$ cat config.mk
export PLATFORM = sky130hd
export DESIGN_NAME = uart_dual_ring_buffer
export DESIGN_NICKNAME = d
export VERILOG_FILES = /design/src/sv/udrb_pkg.sv /design/src/sv/udrb_ram.sv /design/src/sv/uart_dual_ring_buffer.sv
export SDC_FILE = /design/constraint.sdc
export NUM_CORES = 2
export LEC_CHECK = 0
export BUFFER_PORTS_ARGS = -buffer_cell sky130_fd_sc_hd__buf_2
export CORE_ASPECT_RATIO = 0.7
export CORE_UTILIZATION = 32
export CTS_CLUSTER_DIAMETER = 30
export DETAILED_ROUTE_END_ITERATION = 6
export RECOVER_POWER = 50
export SLEW_MARGIN = 10
export SYNTH_ARGS = -nofsm -noshare
export SYNTH_HDL_FRONTEND = slang
export SYNTH_SLANG_ARGS = --single-unit
$ cat constraint.sdc
create_clock -name clk -period 5 [get_ports clk]
set_input_delay 1 -clock clk [delete_from_list [all_inputs] [get_ports clk]]
set_output_delay 1 -clock clk [all_outputs]
set_load 0.01 [all_outputs]
$ cat src/sv/udrb_pkg.sv
// ----------------------------------------------------------------------------
// udrb_pkg
// Shared constants, codes and types of the dual UART ring buffer.
// ----------------------------------------------------------------------------
package udrb_pkg;

  localparam int RX_DEPTH = 128;
  localparam int TX_DEPTH = 128;
  localparam int RX_AW    = $clog2(RX_DEPTH);
  localparam int TX_AW    = $clog2(TX_DEPTH);

  typedef logic [RX_AW-1:0] rx_ptr_t;
  typedef logic [TX_AW-1:0] tx_ptr_t;

  typedef enum logic [1:0] {
    ACT_LINE_BYTE = 2'd0,
    ACT_TX_READY  = 2'd1,
    ACT_CPU_READ  = 2'd2,
    ACT_CPU_WRITE = 2'd3
  } action_t;

  typedef enum logic [1:0] {
    ST_OK         = 2'd0,
    ST_RX_DROPPED = 2'd1,
    ST_READ_EMPTY = 2'd2,
    ST_WRITE_FULL = 2'd3
  } status_t;

  typedef enum logic [1:0] {
    SEND_NONE   = 2'd0,
    SEND_RING   = 2'd1,
    SEND_DIRECT = 2'd2
  } send_sel_t;

  typedef struct packed {
    send_sel_t  send_sel;
    logic       rx_take;
    logic [7:0] cpu_byte;
    status_t    status;
    logic       rx_available;
    logic       tx_drained;
  } req_t;

endpackage

$ cat src/sv/udrb_ram.sv
// ----------------------------------------------------------------------------
// udrb_ram
// Simple dual-port synchronous RAM, one write port, one registered read port.
// ----------------------------------------------------------------------------
module udrb_ram #(
  parameter int DEPTH = 128,
  parameter int WIDTH = 8
) (
  input  logic                     clk,
  input  logic                     we,
  input  logic [$clog2(DEPTH)-1:0] waddr,
  input  logic [WIDTH-1:0]         wdata,
  input  logic                     re,
  input  logic [$clog2(DEPTH)-1:0] raddr,
  output logic [WIDTH-1:0]         rdata
);

  logic [WIDTH-1:0] mem [DEPTH];

  always_ff @(posedge clk) begin
    if (we) begin
      mem[waddr] <= wdata;
    end
  end

  always_ff @(posedge clk) begin
    if (re) begin
      rdata <= mem[raddr];
    end
  end

endmodule

$ cat src/sv/uart_dual_ring_buffer.sv
// ----------------------------------------------------------------------------
// uart_dual_ring_buffer
// Receive and transmit byte rings between a UART and a CPU.
// ----------------------------------------------------------------------------
// One event is taken per clock cycle while in_ready is high. Pointers are
// updated in the cycle the event is accepted. The ring RAMs return data at
// that same edge. The result beat then moves from the request stage into the
// output register once that register is empty or being taken.
// Each ring holds at most depth minus one bytes. Back-pressure on the result
// channel stalls the input once the request stage and output register fill.
module uart_dual_ring_buffer (
  input  logic       clk,
  input  logic       rst,
  input  logic       in_valid,
  output logic       in_ready,
  input  logic [1:0] action,
  input  logic [7:0] data_byte,
  input  logic       hw_tx_full,
  output logic       out_valid,
  input  logic       out_ready,
  output logic       send_valid,
  output logic [7:0] send_byte,
  output logic [7:0] read_byte,
  output logic [1:0] status,
  output logic       rx_available,
  output logic       tx_drained
);

  udrb_pkg::rx_ptr_t rx_wptr, rx_wptr_next, rx_rptr, rx_rptr_next;
  udrb_pkg::tx_ptr_t tx_wptr, tx_wptr_next, tx_rptr, tx_rptr_next;
  udrb_pkg::req_t    req, req_next;
  logic              req_valid;
  logic              in_fire, req_adv;
  logic              rx_we, rx_re, tx_we, tx_re;
  logic [7:0]        rx_rdata, tx_rdata;
  logic              rx_empty, rx_full, tx_empty, tx_full;

  assign req_adv  = req_valid && (!out_valid || out_ready);
  assign in_ready = !req_valid || req_adv;
  assign in_fire  = in_valid && in_ready;

  assign rx_empty = (rx_rptr == rx_wptr);
  assign rx_full  = ((rx_wptr + udrb_pkg::RX_AW'(1)) == rx_rptr);
  assign tx_empty = (tx_rptr == tx_wptr);
  assign tx_full  = ((tx_wptr + udrb_pkg::TX_AW'(1)) == tx_rptr);

  always_comb begin
    rx_wptr_next      = rx_wptr;
    rx_rptr_next      = rx_rptr;
    tx_wptr_next      = tx_wptr;
    tx_rptr_next      = tx_rptr;
    rx_we             = 1'b0;
    rx_re             = 1'b0;
    tx_we             = 1'b0;
    tx_re             = 1'b0;
    req_next.send_sel = udrb_pkg::SEND_NONE;
    req_next.rx_take  = 1'b0;
    req_next.cpu_byte = data_byte;
    req_next.status   = udrb_pkg::ST_OK;
    case (udrb_pkg::action_t'(action))
      udrb_pkg::ACT_LINE_BYTE: begin
        if (rx_full) begin
          req_next.status = udrb_pkg::ST_RX_DROPPED;
        end else begin
          rx_we        = in_fire;
          rx_wptr_next = rx_wptr + udrb_pkg::RX_AW'(1);
        end
      end
      udrb_pkg::ACT_TX_READY: begin
        if (!tx_empty && !hw_tx_full) begin
          tx_re             = in_fire;
          tx_rptr_next      = tx_rptr + udrb_pkg::TX_AW'(1);
          req_next.send_sel = udrb_pkg::SEND_RING;
        end
      end
      udrb_pkg::ACT_CPU_READ: begin
        if (rx_empty) begin
          req_next.status = udrb_pkg::ST_READ_EMPTY;
        end else begin
          rx_re            = in_fire;
          rx_rptr_next     = rx_rptr + udrb_pkg::RX_AW'(1);
          req_next.rx_take = 1'b1;
        end
      end
      udrb_pkg::ACT_CPU_WRITE: begin
        if (tx_full) begin
          req_next.status = udrb_pkg::ST_WRITE_FULL;
        end else if (!tx_empty || hw_tx_full) begin
          tx_we        = in_fire;
          tx_wptr_next = tx_wptr + udrb_pkg::TX_AW'(1);
        end else begin
          req_next.send_sel = udrb_pkg::SEND_DIRECT;
        end
      end
      default: begin
        req_next.status = udrb_pkg::ST_OK;
      end
    endcase
    req_next.rx_available = (rx_rptr_next != rx_wptr_next);
    req_next.tx_drained   = (tx_rptr_next == tx_wptr_next);
  end

  udrb_ram #(.DEPTH(udrb_pkg::RX_DEPTH), .WIDTH(8)) u_rx_ram (
    .clk   (clk),
    .we    (rx_we),
    .waddr (rx_wptr),
    .wdata (data_byte),
    .re    (rx_re),
    .raddr (rx_rptr),
    .rdata (rx_rdata)
  );

  udrb_ram #(.DEPTH(udrb_pkg::TX_DEPTH), .WIDTH(8)) u_tx_ram (
    .clk   (clk),
    .we    (tx_we),
    .waddr (tx_wptr),
    .wdata (data_byte),
    .re    (tx_re),
    .raddr (tx_rptr),
    .rdata (tx_rdata)
  );

  // advance pointers on accept
  always_ff @(posedge clk) begin
    if (rst) begin
      rx_wptr <= '0;
      rx_rptr <= '0;
      tx_wptr <= '0;
      tx_rptr <= '0;
    end else if (in_fire) begin
      rx_wptr <= rx_wptr_next;
      rx_rptr <= rx_rptr_next;
      tx_wptr <= tx_wptr_next;
      tx_rptr <= tx_rptr_next;
    end
  end

  // request stage: hold while RAM data is pending
  always_ff @(posedge clk) begin
    if (rst) begin
      req_valid <= 1'b0;
    end else if (in_fire) begin
      req_valid <= 1'b1;
    end else if (req_adv) begin
      req_valid <= 1'b0;
    end
  end

  always_ff @(posedge clk) begin
    if (in_fire) begin
      req <= req_next;
    end
  end

  // output register
  always_ff @(posedge clk) begin
    if (rst) begin
      out_valid <= 1'b0;
    end else if (req_adv) begin
      out_valid <= 1'b1;
    end else if (out_ready) begin
      out_valid <= 1'b0;
    end
  end

  always_ff @(posedge clk) begin
    if (req_adv) begin
      send_valid   <= (req.send_sel != udrb_pkg::SEND_NONE);
      case (req.send_sel)
        udrb_pkg::SEND_RING:   send_byte <= tx_rdata;
        udrb_pkg::SEND_DIRECT: send_byte <= req.cpu_byte;
        default:               send_byte <= 8'd0;
      endcase
      read_byte    <= req.rx_take ? rx_rdata : 8'd0;
      status       <= req.status;
      rx_available <= req.rx_available;
      tx_drained   <= req.tx_drained;
    end
  end

`ifndef SYNTHESIS
  a_req_hold: assert property (@(posedge clk) disable iff (rst)
    req_valid && !req_adv |=> req_valid && $stable(req))
    else $error("request stage dropped a pending beat");

  a_send_ok: assert property (@(posedge clk) disable iff (rst)
    out_valid && send_valid |-> status == udrb_pkg::ST_OK)
    else $error("byte sent with error status");

  a_empty_read: assert property (@(posedge clk) disable iff (rst)
    out_valid && status == udrb_pkg::ST_READ_EMPTY |-> read_byte == 8'd0 && !rx_available)
    else $error("empty read returned data or reported occupancy");

  a_ring_pop: assert property (@(posedge clk) disable iff (rst)
    in_fire && action == udrb_pkg::ACT_TX_READY && !hw_tx_full && !tx_empty
    |=> tx_rptr != $past(tx_rptr) && tx_wptr == $past(tx_wptr))
    else $error("transmit ring pop did not advance read pointer");
`endif

endmodule

* Word-level counts from Yosys, hierarchy flattened
Memory sizes are Yosys's and may differ from the RTL's. A register that Yosys moved wholly into a read port is not among the register bits.
Cells that the tools add are included.
** Word-level totals
- Output and inout bits :: 23
- Memory bits (writable) :: 2048
- Word-level logic and storage cells :: 85
- Bits in registers :: 66
- Input bits :: 15
- Memories kept :: 2
** Memories
- u_rx_ram.mem :: depth 128, bits a word 8, rd ports 1, clocked after memory_dff 1, wr ports 1, line udrb_ram.sv:18 : logic [WIDTH-1:0] mem [DEPTH];
- u_tx_ram.mem :: depth 128, bits a word 8, rd ports 1, clocked after memory_dff 1, wr ports 1, line udrb_ram.sv:18
** Cells by class
- Add/subtract/negate cells :: 4
- Multiplexer cells :: 36
- Eq/ne operators :: 11
- Reductions and logical operators :: 14
** Operator list (count)
- two-way mux 7 bit :: 9
- equality test 7 bit :: 5
- adder 7 x 1 -> 7 bit (second input constant) :: 4
- two-way mux 1 bit :: 20
- case mux 8 bit (2 select lines) :: 1
- two-way mux 2 bit :: 4
- inequality test 7 bit :: 1
- equality test 2 bit (second input constant) :: 3
- case mux 2 bit (3 select lines) :: 1
- nonzero test 2 bit :: 3
- equality test 2 x 1 -> 1 bit (second input constant) :: 2
- zero test 1 bit :: 4
- case mux 2 bit (2 select lines) :: 1
- logical AND 1 bit :: 3
- logical OR 1 bit :: 3
- zero test 2 bit :: 1

* Logic depth before layout (Yosys ltp)
- Depth after elaboration :: 10
- Gate-level depth with buffers :: 12
- Mapped depth without buffers :: 8

* Modules after synthesis
From an unflattened synthesis, not the netlist that was laid out.
** Unflattened totals
- Cell total of the unflattened synthesis :: 3625
- Area, all modules :: 83153.5 um2
** By module, submodules not included
- udrb_ram :: cells each 1635, area an instance 39745.6 um2, instances 2, seq. area each 30989.7 um2
- uart_dual_ring_buffer :: cells each 355, area an instance 3662.3 um2, instances 1, seq. area each 1681.6 um2

* Worst setup path after synthesis
No wires, ideal clock.
- Path kind :: input -> register
- From :: in action[1]
- To :: mem u_rx_ram.mem[105][0], enable pin
- Path buffers :: 3
- Stages :: 7
- Data required time :: 4630 ps
- Library setup time :: 370 ps
- Slack :: 1671 ps
- Arrival :: 2958 ps
- Cells stage by stage :: clkbuf_1 or2_2 a211o_1 or4b_1 buf_2 buf_2 nor2_1
** Between the ends
- Longest elaborated chain between the ends :: 4
** Ends and longest elaborated chain
- start, declared :: line uart_dual_ring_buffer.sv:16 : input logic [1:0] action,
- zero test 2 bit :: line uart_dual_ring_buffer.sv:60 : case (udrb_pkg::action_t'(action))
- two-way mux 1 bit :: line uart_dual_ring_buffer.sv:60
- two-way mux 1 bit :: line udrb_ram.sv:21 : if (we) begin
- two-way mux 1 bit (implied by the code) :: line udrb_ram.sv:22 : mem[waddr] <= wdata;
- end, declared :: line udrb_ram.sv:18
No other way between the ends.

* Worst setup path after layout
- From :: in data_byte[1]
- To :: mem u_rx_ram.mem[98][1] (data pin)
** RTL lines
- start, declared :: line uart_dual_ring_buffer.sv:17 : input logic [7:0] data_byte,
No word-level cell before the write port.

==> impl_metrics.json <==
{
  "status": "finished with violations",
  "violations": "capacitance limit, slew limit",
  "wl_per_cell_um": 26.0,
  "grt.overflow.total": 0,
  "powerDensity_nw_per_um2": 464,
  "period_share_pct": 91.5,
  "layout_min_cycle_time_ns": 4.57,
  "cts_hold_buf": 0,
  "r2r-end": "u_rx_ram.mem[83][2]$_DFFE_PP_",
  "worstReg2RegStart": "rx_wptr[1]$_SDFFE_PP0P_",
  "p_seq_share_pct": 41.8,
  "combPwrFrac_pct": 1.3,
  "htreeDepth": 5,
  "first_pass_iters": 6,
  "hpwlAfterDp_um": 121000,
  "placed_cell_area_um2": 88400,
  "p_int_mw": 37.6,
  "vias_per_cell": 5.18,
  "io_buffers": 37,
  "max_slew_margin_pct": -233,
  "antenna_found_initial": 14,
  "ctsRootBufferMaster": "clkbuf_16",
  "pwr-share-clk_pct": 56.9,
  "fp.dieArea_um2": 263000,
  "gr-usage-all-layers_pct": 15.6,
  "end_kind": "register",
  "layout_setup_ws_ns": 0.427,
  "crit_start": "data_byte[1]",
  "finalSetupTns_ns": 0,
  "totalWireLength_um": 207000,
  "cts-resized-gates": 0,
  "slew_violations": 1207,
  "avgSynthCellArea_um2": 21.9,
  "worstMarginPinSlew_ns": 4.99,
  "final_nets": 4182,
  "crit_path_max_incr_delay_ns": 3.33,
  "rsz0062_at_grt": "false",
  "die_h_um": 429,
  "start_util_pct": 32.3,
  "cp_data_arrival_time_ns": 4.54,
  "ys_types": 71,
  "ys_warn_count": 0,
  "max_freq_mhz": 219,
  "synth_flop_cell": "edfxtp_1",
  "finalInstanceArea_um2": 102000,
  "drt_iter0_drc": 4807,
  "final_common_cell": "edfxtp_1",
  "syn_nets": 3837,
  "areaGrowthSynthToFinish_pct": 21.8,
  "final_hold_viol_count": 0,
  "antenna_left": 0,
  "yosysSeqAreaShare_pct": 76.2,
  "p_leak_nw": 31.1,
  "path_depth": 1,
  "die-width_um": 613,
  "final_util_pct": 39.3,
  "drc": 0,
  "clk_pin_slew_ns": 0.05,
  "cp_num_buf_inv": 1,
  "crit_end": "u_rx_ram.mem[98][1]$_DFFE_PP_",
  "finalClockSkew_ns": 0.0658,
  "max-clock-path-buffers": 4,
  "place_inst": 7237,
  "r2r_setup_slack_ns": 0.58,
  "cp_slowest_cell": "clkbuf_1",
  "cts_tree": "yes",
  "grt_pass1_vias": 41200,
  "gp_congestion": 0.852,
  "grt_max_degree": 117,
  "path_max_fanout": 84,
  "path_class": "primary input to register",
  "peakVddDrop_v": 0.000361,
  "reg2regPathDepth": 9,
  "start_kind": "primary input",
  "layout_common_cells": "edfxtp_1, mux4_2, clkbuf_16",
  "hold_path.class": "primary input to register",
  "layoutNonFillerInstCount": 7956,
  "path_cells": "clkbuf_1",
  "setup_viol": 0,
  "numCtsBuffers": 397,
  "path_delay_family": "buffers and inverters",
  "syn_area_um2": 83500,
  "yosys_register_bits": 2130,
  "post-place-ws_ns": 0.708,
  "required_ns": 4.97,
  "post-cts-setup-buffers": 0,
  "row_count": 156,
  "drive_above_1_share_pct": 32.6,
  "vias": 41200,
  "ios": 38,
  "netlist_instances": 3815,
  "switchingPower_mw": 9.54,
  "sw_frac_of_total_pct": 20.2,
  "clk_latency_ns": 0.94,
  "synth_edf_count": 2100,
  "async_flop_share_pct": 0,
  "coreArea_um2": 259000,
  "maxCapViolCount": 16,
  "grt_pass1_wl_um": 300000,
  "cts_sinks": 2130
}
## flip-flops by register name, summed over array words and instances, names as in the netlist
signal,cells
status,2
req,15
tx_rptr,7
u_tx_ram.mem,1024
out_valid,1
read_byte,8
u_rx_ram.mem,1024
send_valid,1
rx_wptr,7
rx_rptr,7
tx_wptr,7
rx_available,1
u_rx_ram.rdata,8
send_byte,8
u_tx_ram.rdata,8
tx_drained,1
req_valid,1
## logic make-up after synthesis
family	share of synthesized area (%)
xor gates and xnor gates	0.653
AOI/OAI and AO/OA	1.10
buffers and inverters	1.35
muxes	17.6
and+or+nand+nor	3.02
DFF	76.2
adders and majority gates	0.105
## Yosys cell counts, drive strengths merged (3+ instances only)
master	n	area (um^2)
a221o	4	40.0
a31oi	7	43.8
nand2	94	355
or3	14	87.6
buf	149	816
a211o	4	35.0
clkbuf	69	259
a32oi	8	70.1
nor2	319	1200
nand4b	3	45.0
and3	5	31.3
a22oi	11	82.6
a221oi	11	96.3
mux2	16	180
xnor2	36	323
a211oi	3	22.5
xor2	22	200
or2	7	43.8
o21ai	27	146
nor3	13	70.1
nand3	32	165
and2	12	75.1
nor4	7	43.8
edfxtp	2100	63100
a41oi	3	26.3
nor2b	34	213
inv	14	52.6
a21oi	24	124
a311oi	7	61.3
dfxtp	30	601
mux4	617	13900
ha	7	87.6
o211ai	7	52.6
nand4	11	68.8
or4	5	41.3
mux2i	59	603
## worst min path at each step
stage	from	to	slack, ns	cells after the start
2_1_floorplan	req[1]$_DFFE_PP_	rx_available$_DFFE_PP_	0.40	0
3_3_place_gp	req[0]$_DFFE_PP_	tx_drained$_DFFE_PP_	0.41	0
3_5_place_dp	req[3]$_DFFE_PP_	status[1]$_DFFE_PP_	0.41	0
4_1_cts	in_valid	req_valid$_SDFFE_PP0P_	0.24	3
5_1_grt	in_valid	req_valid$_SDFFE_PP0P_	0.28	3
6_report	in_valid	req_valid$_SDFFE_PP0P_	0.30	3
## per-stage QoR
stage	hold WS (ns)	total power, mW
2_1_floorplan	0.400	20.2
3_5_place_dp	0.412	20.7
3_3_place_gp	0.407	20.6
6_report	0.298	47.2
4_1_cts	0.241	47.5
5_1_grt	0.277	48.3
## layout make-up
type / instances / area (um^2)
fill: 22800 / 157000
sequential: 2130 / 63700
multi-input combinational: 1453 / 18700
clock buffer: 438 / 10200
tap: 3476 / 4350
clock inverter: 279 / 3340
timing repair buffer: 164 / 1360
inverter: 14 / 55.1
antenna: 2 / 5.00
## power groups by stage
| stage | registers [mW] | logic (mW) | clock network, mW |
|---|---|---|---|
| global placement | 20.0 | 0.612 | 0 |
| detailed placement | 20.0 | 0.625 | 0 |
| floorplan | 20.0 | 0.179 | 0 |
| finish | 19.7 | 0.599 | 26.9 |
| global route | 19.7 | 0.641 | 28.0 |
| CTS | 19.7 | 0.623 | 27.2 |
## routing by layer
layer / GRT usage, % / vias up / wire length [um] / share of wire, %
met5: 0 / - / 0 / 0
met4: 3.78 / 0 / 3540 / 1.7
met3: 4.18 / 303 / 19900 / 9.6
met2: 21.9 / 2006 / 90300 / 44
met1: 23.9 / 22100 / 93100 / 45
li1: - / 16800 / - / -
Power figures use the tool's default switching activity.
